[src/rtl/mot_pkg.sv]
`default_nettype none
// ----------------------------------------------------------------------------
// mot_pkg
// Shared widths, payload types and datapath command codes of the 1-tree builder.
// ----------------------------------------------------------------------------
package mot_pkg;

	localparam int MAX_VERTICES = 32;
	localparam int MAX_EDGES    = 512;
	localparam int WEIGHT_BITS  = 16;

	localparam int VTX_W   = $clog2(MAX_VERTICES);
	localparam int N_W     = $clog2(MAX_VERTICES + 1);
	localparam int EA_W    = $clog2(MAX_EDGES);
	localparam int ECNT_W  = $clog2(MAX_EDGES + 1);
	localparam int TOTAL_W = 21;
	localparam int DEG_W   = N_W;
	localparam int STAT_W  = 2;

	localparam logic [STAT_W-1:0] STAT_IMPOSED = 2'd1;
	localparam logic [STAT_W-1:0] STAT_FREE    = 2'd2;

	typedef struct packed {
		logic [4:0]  edge_end_a;
		logic [4:0]  edge_end_b;
		logic [15:0] edge_weight;
		logic [1:0]  edge_status;
		logic        last_edge;
	} in_item_t;

	typedef struct packed {
		logic [4:0]  tree_end_a;
		logic [4:0]  tree_end_b;
		logic [15:0] tree_edge_weight;
		logic [20:0] total_weight;
		logic        built_ok;
		logic [5:0]  branch_vertex;
		logic        last_result;
	} out_item_t;

	typedef struct packed {
		logic [VTX_W-1:0]       a;
		logic [VTX_W-1:0]       b;
		logic [WEIGHT_BITS-1:0] w;
		logic [STAT_W-1:0]      st;
	} edge_rec_t;

	typedef struct packed {
		logic [VTX_W-1:0]       a;
		logic [VTX_W-1:0]       b;
		logic [WEIGHT_BITS-1:0] w;
	} tree_rec_t;

	typedef enum logic [4:0] {
		OP_IDLE,
		OP_LOAD,
		OP_CHK,
		OP_SHIFT,
		OP_INS,
		OP_INIT,
		OP_SEX,
		OP_LBL_A,
		OP_LBL_B,
		OP_LBL_CMP,
		OP_TAKE,
		OP_DEG_A,
		OP_DEG_B,
		OP_MRG_WR,
		OP_BR_END,
		OP_BR_CHK,
		OP_OUT_LD,
		OP_OUT_FAIL
	} op_t;

	typedef struct packed {
		op_t              op;
		logic [EA_W-1:0]  erd;
		logic [EA_W-1:0]  ewr;
		logic [VTX_W-1:0] vtx;
		logic [VTX_W-1:0] taddr;
		logic [N_W-1:0]   n;
		logic             last;
	} cmd_t;

	typedef struct packed {
		logic keep;
		logic w_less;
		logic touch_zero;
		logic imposed;
		logic free_e;
		logic label_eq;
		logic deg_gt2;
	} status_t;

endpackage
`default_nettype wire

[src/rtl/mot_ctrl.sv]
`default_nettype none
// ----------------------------------------------------------------------------
// mot_ctrl
// Sequencer: load, insertion sort, four scan phases, degree search, output.
// ----------------------------------------------------------------------------
module mot_ctrl import mot_pkg::*; (
	input  wire logic            clk,
	input  wire logic            arst_n,
	input  wire logic            in_valid,
	input  wire logic            in_last,
	output logic                 in_stall,
	output logic                 out_valid,
	input  wire logic            out_stall,
	input  wire logic            cfg_we,
	input  wire logic [N_W-1:0]  cfg_wdata,
	input  wire status_t         status,
	output cmd_t                 cmd
);

	typedef enum logic [4:0] {
		S_LOAD, S_RDE, S_CHK, S_CMP, S_INS, S_INIT, S_SRD, S_SEX, S_LA, S_LB,
		S_LCMP, S_TAKE, S_DA, S_DB, S_MR, S_MW, S_BRD, S_BCK, S_ORD, S_OLD,
		S_FAIL, S_OWAIT
	} state_t;

	state_t state_q;
	logic [N_W-1:0]    vcount_q, v_q, tsize_q, o_q;
	logic [ECNT_W-1:0] cnt_q, i_q, j_q, kept_q, k_q;
	logic [1:0]        phase_q;
	logic              fail_q;

	logic [N_W-1:0]    n, n_m2;
	logic [ECNT_W-1:0] i_inc, kept_m1, j_m2;
	logic              match, scan_end;

	always_comb begin
		if (vcount_q < N_W'(3)) begin
			n = N_W'(3);
		end else if (vcount_q > N_W'(MAX_VERTICES)) begin
			n = N_W'(MAX_VERTICES);
		end else begin
			n = vcount_q;
		end
	end
	assign n_m2    = n - N_W'(2);
	assign i_inc   = i_q + ECNT_W'(1);
	assign kept_m1 = kept_q - ECNT_W'(1);
	assign j_m2    = j_q - ECNT_W'(2);

	always_comb begin
		case (phase_q)
			2'd0:    match = !status.touch_zero && status.imposed;
			2'd1:    match = !status.touch_zero && status.free_e;
			2'd2:    match = status.touch_zero && status.imposed;
			default: match = status.touch_zero && status.free_e;
		endcase
		case (phase_q)
			2'd1:    scan_end = (k_q == kept_q) || (tsize_q == n_m2);
			2'd3:    scan_end = (k_q == kept_q) || (tsize_q == n);
			default: scan_end = k_q == kept_q;
		endcase
	end

	assign in_stall = state_q != S_LOAD;

	always_comb begin
		cmd       = '0;
		cmd.op    = OP_IDLE;
		cmd.n     = n;
		cmd.vtx   = v_q[VTX_W-1:0];
		cmd.taddr = tsize_q[VTX_W-1:0];
		cmd.last  = (o_q + N_W'(1)) == tsize_q;
		cmd.erd   = k_q[EA_W-1:0];
		cmd.ewr   = j_q[EA_W-1:0];
		case (state_q)
			S_LOAD: begin
				cmd.ewr = cnt_q[EA_W-1:0];
				if (in_valid && cnt_q < ECNT_W'(MAX_EDGES)) begin
					cmd.op = OP_LOAD;
				end
			end
			S_RDE:  cmd.erd = i_q[EA_W-1:0];
			S_CHK: begin
				cmd.op  = OP_CHK;
				cmd.erd = kept_m1[EA_W-1:0];
			end
			S_CMP: begin
				cmd.op  = OP_SHIFT;
				cmd.erd = j_m2[EA_W-1:0];
			end
			S_INS:  cmd.op = OP_INS;
			S_INIT: cmd.op = OP_INIT;
			S_SEX:  cmd.op = OP_SEX;
			S_LA:   cmd.op = OP_LBL_A;
			S_LB:   cmd.op = OP_LBL_B;
			S_LCMP: cmd.op = OP_LBL_CMP;
			S_TAKE: cmd.op = OP_TAKE;
			S_DA:   cmd.op = OP_DEG_A;
			S_DB:   cmd.op = OP_DEG_B;
			S_MW:   cmd.op = OP_MRG_WR;
			S_BRD: begin
				if (v_q == n) begin
					cmd.op = OP_BR_END;
				end
			end
			S_BCK:  cmd.op = OP_BR_CHK;
			S_ORD:  cmd.taddr = o_q[VTX_W-1:0];
			S_OLD: begin
				cmd.op    = OP_OUT_LD;
				cmd.taddr = o_q[VTX_W-1:0];
			end
			S_FAIL: cmd.op = OP_OUT_FAIL;
			default: begin
			end
		endcase
	end

	always_ff @(posedge clk or negedge arst_n) begin
		if (!arst_n) begin
			state_q   <= S_LOAD;
			vcount_q  <= N_W'(MAX_VERTICES);
			cnt_q     <= '0;
			i_q       <= '0;
			j_q       <= '0;
			kept_q    <= '0;
			k_q       <= '0;
			v_q       <= '0;
			tsize_q   <= '0;
			o_q       <= '0;
			phase_q   <= '0;
			fail_q    <= 1'b0;
			out_valid <= 1'b0;
		end else begin
			if (cfg_we) begin
				vcount_q <= cfg_wdata;
			end
			case (state_q)
				S_LOAD: begin
					if (in_valid) begin
						if (cnt_q < ECNT_W'(MAX_EDGES)) begin
							cnt_q <= cnt_q + ECNT_W'(1);
						end
						if (in_last) begin
							i_q     <= '0;
							kept_q  <= '0;
							state_q <= S_RDE;
						end
					end
				end
				S_RDE: state_q <= S_CHK;
				S_CHK: begin
					if (!status.keep) begin
						i_q     <= i_inc;
						v_q     <= '0;
						state_q <= (i_inc == cnt_q) ? S_INIT : S_RDE;
					end else begin
						j_q     <= kept_q;
						state_q <= (kept_q == '0) ? S_INS : S_CMP;
					end
				end
				S_CMP: begin
					if (status.w_less) begin
						j_q     <= j_q - ECNT_W'(1);
						state_q <= (j_q == ECNT_W'(1)) ? S_INS : S_CMP;
					end else begin
						state_q <= S_INS;
					end
				end
				S_INS: begin
					kept_q  <= kept_q + ECNT_W'(1);
					i_q     <= i_inc;
					v_q     <= '0;
					state_q <= (i_inc == cnt_q) ? S_INIT : S_RDE;
				end
				S_INIT: begin
					v_q <= v_q + N_W'(1);
					if ((v_q + N_W'(1)) == n) begin
						tsize_q <= '0;
						phase_q <= '0;
						k_q     <= '0;
						fail_q  <= 1'b0;
						state_q <= S_SRD;
					end
				end
				S_SRD: begin
					if (scan_end) begin
						k_q <= '0;
						case (phase_q)
							2'd1: begin
								phase_q <= 2'd2;
								if (tsize_q != n_m2) begin
									state_q <= S_FAIL;
								end
							end
							2'd3: begin
								v_q     <= '0;
								state_q <= (tsize_q == n) ? S_BRD : S_FAIL;
							end
							default: phase_q <= phase_q + 2'd1;
						endcase
					end else begin
						state_q <= S_SEX;
					end
				end
				S_SEX: begin
					if (!match) begin
						k_q     <= k_q + ECNT_W'(1);
						state_q <= S_SRD;
					end else begin
						case (phase_q)
							2'd0: state_q <= (tsize_q >= n_m2) ? S_FAIL : S_LA;
							2'd1: state_q <= S_LA;
							2'd2: state_q <= (tsize_q >= n) ? S_FAIL : S_TAKE;
							default: state_q <= S_TAKE;
						endcase
					end
				end
				S_LA: state_q <= S_LB;
				S_LB: state_q <= S_LCMP;
				S_LCMP: begin
					// a free edge inside one component would close a cycle
					if (phase_q == 2'd1 && status.label_eq) begin
						k_q     <= k_q + ECNT_W'(1);
						state_q <= S_SRD;
					end else begin
						state_q <= S_TAKE;
					end
				end
				S_TAKE: begin
					tsize_q <= tsize_q + N_W'(1);
					state_q <= S_DA;
				end
				S_DA: state_q <= S_DB;
				S_DB: begin
					v_q <= '0;
					if (phase_q < 2'd2) begin
						state_q <= S_MR;
					end else begin
						k_q     <= k_q + ECNT_W'(1);
						state_q <= S_SRD;
					end
				end
				S_MR: begin
					if (v_q == n) begin
						k_q     <= k_q + ECNT_W'(1);
						state_q <= S_SRD;
					end else begin
						state_q <= S_MW;
					end
				end
				S_MW: begin
					v_q     <= v_q + N_W'(1);
					state_q <= S_MR;
				end
				S_BRD: begin
					o_q     <= '0;
					state_q <= (v_q == n) ? S_ORD : S_BCK;
				end
				S_BCK: begin
					if (status.deg_gt2) begin
						state_q <= S_ORD;
					end else begin
						v_q     <= v_q + N_W'(1);
						state_q <= S_BRD;
					end
				end
				S_ORD: state_q <= S_OLD;
				S_OLD: begin
					out_valid <= 1'b1;
					state_q   <= S_OWAIT;
				end
				S_FAIL: begin
					fail_q    <= 1'b1;
					out_valid <= 1'b1;
					state_q   <= S_OWAIT;
				end
				S_OWAIT: begin
					if (!out_stall) begin
						out_valid <= 1'b0;
						if (fail_q || (o_q + N_W'(1)) == tsize_q) begin
							cnt_q   <= '0;
							state_q <= S_LOAD;
						end else begin
							o_q     <= o_q + N_W'(1);
							state_q <= S_ORD;
						end
					end
				end
				default: state_q <= S_LOAD;
			endcase
		end
	end

endmodule
`default_nettype wire

[config.mk]
export PLATFORM = sky130hd
export DESIGN_NAME = mot_ctrl
export DESIGN_NICKNAME = d
export VERILOG_FILES = /design/src/rtl/mot_pkg.sv /design/src/rtl/mot_ctrl.sv
export SDC_FILE = /design/constraint.sdc
export NUM_CORES = 1
export LEC_CHECK = 0
export BUFFER_PORTS_ARGS = -buffer_cell sky130_fd_sc_hd__buf_2
export CORE_ASPECT_RATIO = 1.1
export CORE_UTILIZATION = 55
export DETAILED_ROUTE_END_ITERATION = 8
export MAX_ROUTING_LAYER = met4
export PLACE_DENSITY = 0.83
export SYNTH_ARGS = -nofsm -noshare
export SYNTH_HDL_FRONTEND = slang
export SYNTH_SLANG_ARGS = --single-unit
[constraint.sdc]
create_clock -name clk -period 7.69 [get_ports clk]
set_clock_uncertainty 0.15 [all_clocks]
set_input_delay 0.3845 -clock clk [delete_from_list [all_inputs] [get_ports clk]]
set_output_delay 0.3845 -clock clk [all_outputs]
set_load 0.01 [all_outputs]
==> impl_metrics.yaml <==
setup_path:
  critPathArrivalTime_ns: 4.45
  start_kind: "flop"
  required_ns: 7.79
  r2r_slack_ns: 3.34
  end_kind: "flop"
  endpoint: "k_q[8]$_DFFE_PN0P_"
  path_max_fanout: 12
  timing.rr.start: "vcount_q[5]$_DFFE_PN1P_"
  rr_worst_depth: 14
  timing.rr.end: "k_q[8]$_DFFE_PN0P_"
  startpoint: "vcount_q[5]$_DFFE_PN1P_"
  critPathKind: "flop to flop"
floorplanning:
  ioPinCount: 61
  die_area_sq_um: 12900
  die_h_microns: 119
  die_w_microns: 109
  core_sq_um: 12100
  start_util_pct: 56.8
  rows: 42
logic_synthesis:
  synth-edff-count: 0
  synth_cell_types: 73
  syn_nets: 909
  yosysWarnings: 0
  async_flop_share_pct: 100
  synth_area_per_cell_sq_um: 7.98
  netlist_area_sq_um: 6860
  synthFlopType: "dfrtp_1"
  yosysSeqAreaShare_pct: 30.3
  synth.ff_latch_count: 83
  syn_inst: 860
routing:
  drtAntennaViolNets: 0
  drt-wirelength-per-cell_microns: 18.2
  drt-initial-drc-count: 618
  drcViolationCount: 0
  vias: 6722
  drt_wl_total_mm: 18.9
  drt_first_pass_iters: 5
  post_drt_via_cell_ratio: 6.46
sta:
  hold_violations: 0
  tightestPinTransition_ns: 1.17
  setup_violations: 0
  fmax_mhz: 230
  slew_headroom_pct: 21.5
  period_minus_slack_ns: 4.35
  fin_tns_setup_ns: 0
  slew_violations: 0
  rsz0062_at_grt: "no"
  fin_crit_sh_pct: 56.6
clocking:
  cts.sinks: 83
  cts_setup_buffers: 0
  htreeDepth: 3
  clock_path_buffers: 2
  clkSlewWorstSetupHoldPaths_ns: 0.06
  cts_tree: "done"
  cts_inserted_buffers: 9
  hold_buffers: 0
  worstSkewPairLatency_ns: 0.36
  ctsRootBufferMaster: "clkbuf_16"
  cts-resized-gates: 0
power_and_ir_drop:
  swShare_pct: 48.0
  total_power_mw: 2.55
  clockPowerShare_pct: 17.9
  combPwrFrac_pct: 51.8
  leakage_nw: 3.33
  peakVddDrop_mv: 0.243
  intPower_mw: 1.33
  powerDensity_nw_per_um2: 341
  power.switching_mw: 1.22
  seq_power_share_pct: 30.2
job:
  maxCapViolCount: 0
hold_path:
  min_path_type: "primary input to asynchronous set/reset pin"
placement:
  dpl.hpwl_mm: 13.6
  port_buffers: 60
  gp_congestion: 0.984
global_route:
  grt_antenna_before_repair: 0
  grt_use_total_pct: 31.2
  grt_pass1_vias: 6072
  grt_pass1_wl_mm: 30.6
  gr-total-overflow: 0
  grt_max_degree: 84
finish:
  final_nets: 931
  antenna_cells: 0
  final_layout_size_suffix_gt1_share_pct: 12.0
  syn2layout_area_growth_pct: 8.86
outcome:
  status: "finished clean"
## worst min path at each step
stage / slack [ns] / to / startpoint / depth (start not counted)
final: 0.08 / vcount_q[4]$_DFFE_PN0P_ / arst_n / 1
after floorplan: -0.06 / cnt_q[0]$_DFFE_PN0P_ / arst_n / 0
after detailed placement: 0.35 / out_valid$_DFFE_PN0P_ / out_valid$_DFFE_PN0P_ / 2
after global placement: 0.35 / out_valid$_DFFE_PN0P_ / out_valid$_DFFE_PN0P_ / 2
after CTS: 0.10 / vcount_q[1]$_DFFE_PN0P_ / cfg_wdata[1] / 2
after global routing: 0.10 / vcount_q[2]$_DFFE_PN0P_ / cfg_wdata[2] / 2
## critical path, cell delays in order, from the launching register on
cell       delay (ns)
dfstp_2          0.63
inv_1            0.13
o21ai_1          0.29
ha_1             0.28
inv_1            0.06
nor4_1           0.24
a21oi_1          0.09
ha_1             0.31
nand2_1          0.07
nor2_1           0.20
a221oi_1         0.15
nand2_1          0.14
nand4bb_1        0.46
or3_1            0.70
o41ai_2          0.36
## cells in the mapped netlist (4+ instances only)
library cell	number	area, sq um
dfrtp_1	82	2050
inv_1	36	135
a32o_1	5	50.1
a222oi_1	5	50.1
ha_1	30	375
mux2_2	13	146
a21o_1	4	30.0
nand4_1	14	87.6
o211ai_1	4	30.0
xnor2_1	29	254
or4_1	7	52.6
a221o_1	5	50.1
a211oi_1	4	30.0
nor2b_1	14	87.6
a21oi_1	42	210
nand3b_1	4	30.0
and2_1	7	43.8
nor3_1	25	125
nor4_1	5	31.3
buf_4	6	45.0
and3_1	14	87.6
buf_1	5	18.8
nand2_1	86	323
or3_1	8	50.1
nand3_1	41	205
o41ai_1	4	35.0
o31ai_1	31	233
clkbuf_1	39	146
or2_2	5	31.3
nor2_1	65	244
nand2b_1	15	93.8
a2111oi_0	4	35.0
xor2_1	39	342
o22ai_1	7	43.8
a31oi_1	8	50.1
o21ai_0	85	425
a22oi_1	9	67.6
## cell families after synthesis
family          Yosys count  share of synthesized area (%)
fa+ha+maj                30                           5.47
buf+inv                  90                           5.30
simple gates            326                           23.8
xor+xnor                 69                           9.00
mux                      16                           2.57
flops                    83                           30.3
compound gates          246                           23.6
## routing by layer
| layer | up-vias | routed length, microns | track usage (%) |
|---|---|---|---|
| li1 | 3183 | - | - |
| met1 | 3200 | 8170 | 40.9 |
| met2 | 280 | 8840 | 46.7 |
| met3 | 59 | 1300 | 6.24 |
| met4 | 0 | 629 | 13.4 |
| met5 | - | 0 | - |
## per-stage QoR
step	std cells	cell area, sq um	setup slack (ns)	util, %	hold WS, ns
floorplan	860	6860	4.26	-	-0.0611
global route	1041	7470	2.89	61.8	0.102
detailed placement	1025	7160	3.45	59.3	0.352
finish	1041	7470	3.34	61.8	0.0775
CTS	1041	7470	3.36	61.8	0.102
global placement	1025	7160	3.66	59.3	0.346
## layout make-up
cell class	count	area, sq um
inverters	37	139
well taps	154	193
repair buffers	64	333
clock inverters	1	30.0
flip-flops and latches	83	2080
clock buffers	15	278
fillers	1080	4610
multi-input cells	687	4420
## sequential cells by signal, summed over array words and instances (netlist names), 6 cells and up
signal    count
k_q          10
cnt_q        10
vcount_q      6
tsize_q       6
j_q          10
i_q          10
kept_q       10
v_q           6
o_q           6
## placed cells by master, fill, tap and decap left out, types with 7 or more instances in the layout
cell type / instances
inv_1: 36
mux2_2: 13
nand2_1: 86
ha_1: 30
nor3_1: 25
a31oi_1: 8
and2_1: 7
xnor2_1: 29
a22oi_1: 9
o22ai_1: 7
xor2_1: 39
clkbuf_16: 9
nand4_1: 14
nor2_1: 65
o31ai_1: 31
or4_1: 7
a21oi_1: 42
nand3_1: 41
o21ai_0: 85
or3_1: 8
and3_1: 14
nor2b_1: 14
dfrtp_1: 82
buf_2: 59
nand2b_1: 15
## power groups by stage
stage	registers, mW	clock network (mW)	logic [mW]
after floorplan	0.612	0	1.06
after global placement	0.766	0	1.27
after detailed placement	0.767	0	1.28
after CTS	0.760	0.461	1.30
after global routing	0.787	0.479	1.45
final	0.771	0.457	1.32
Power figures use the tool's default switching activity.
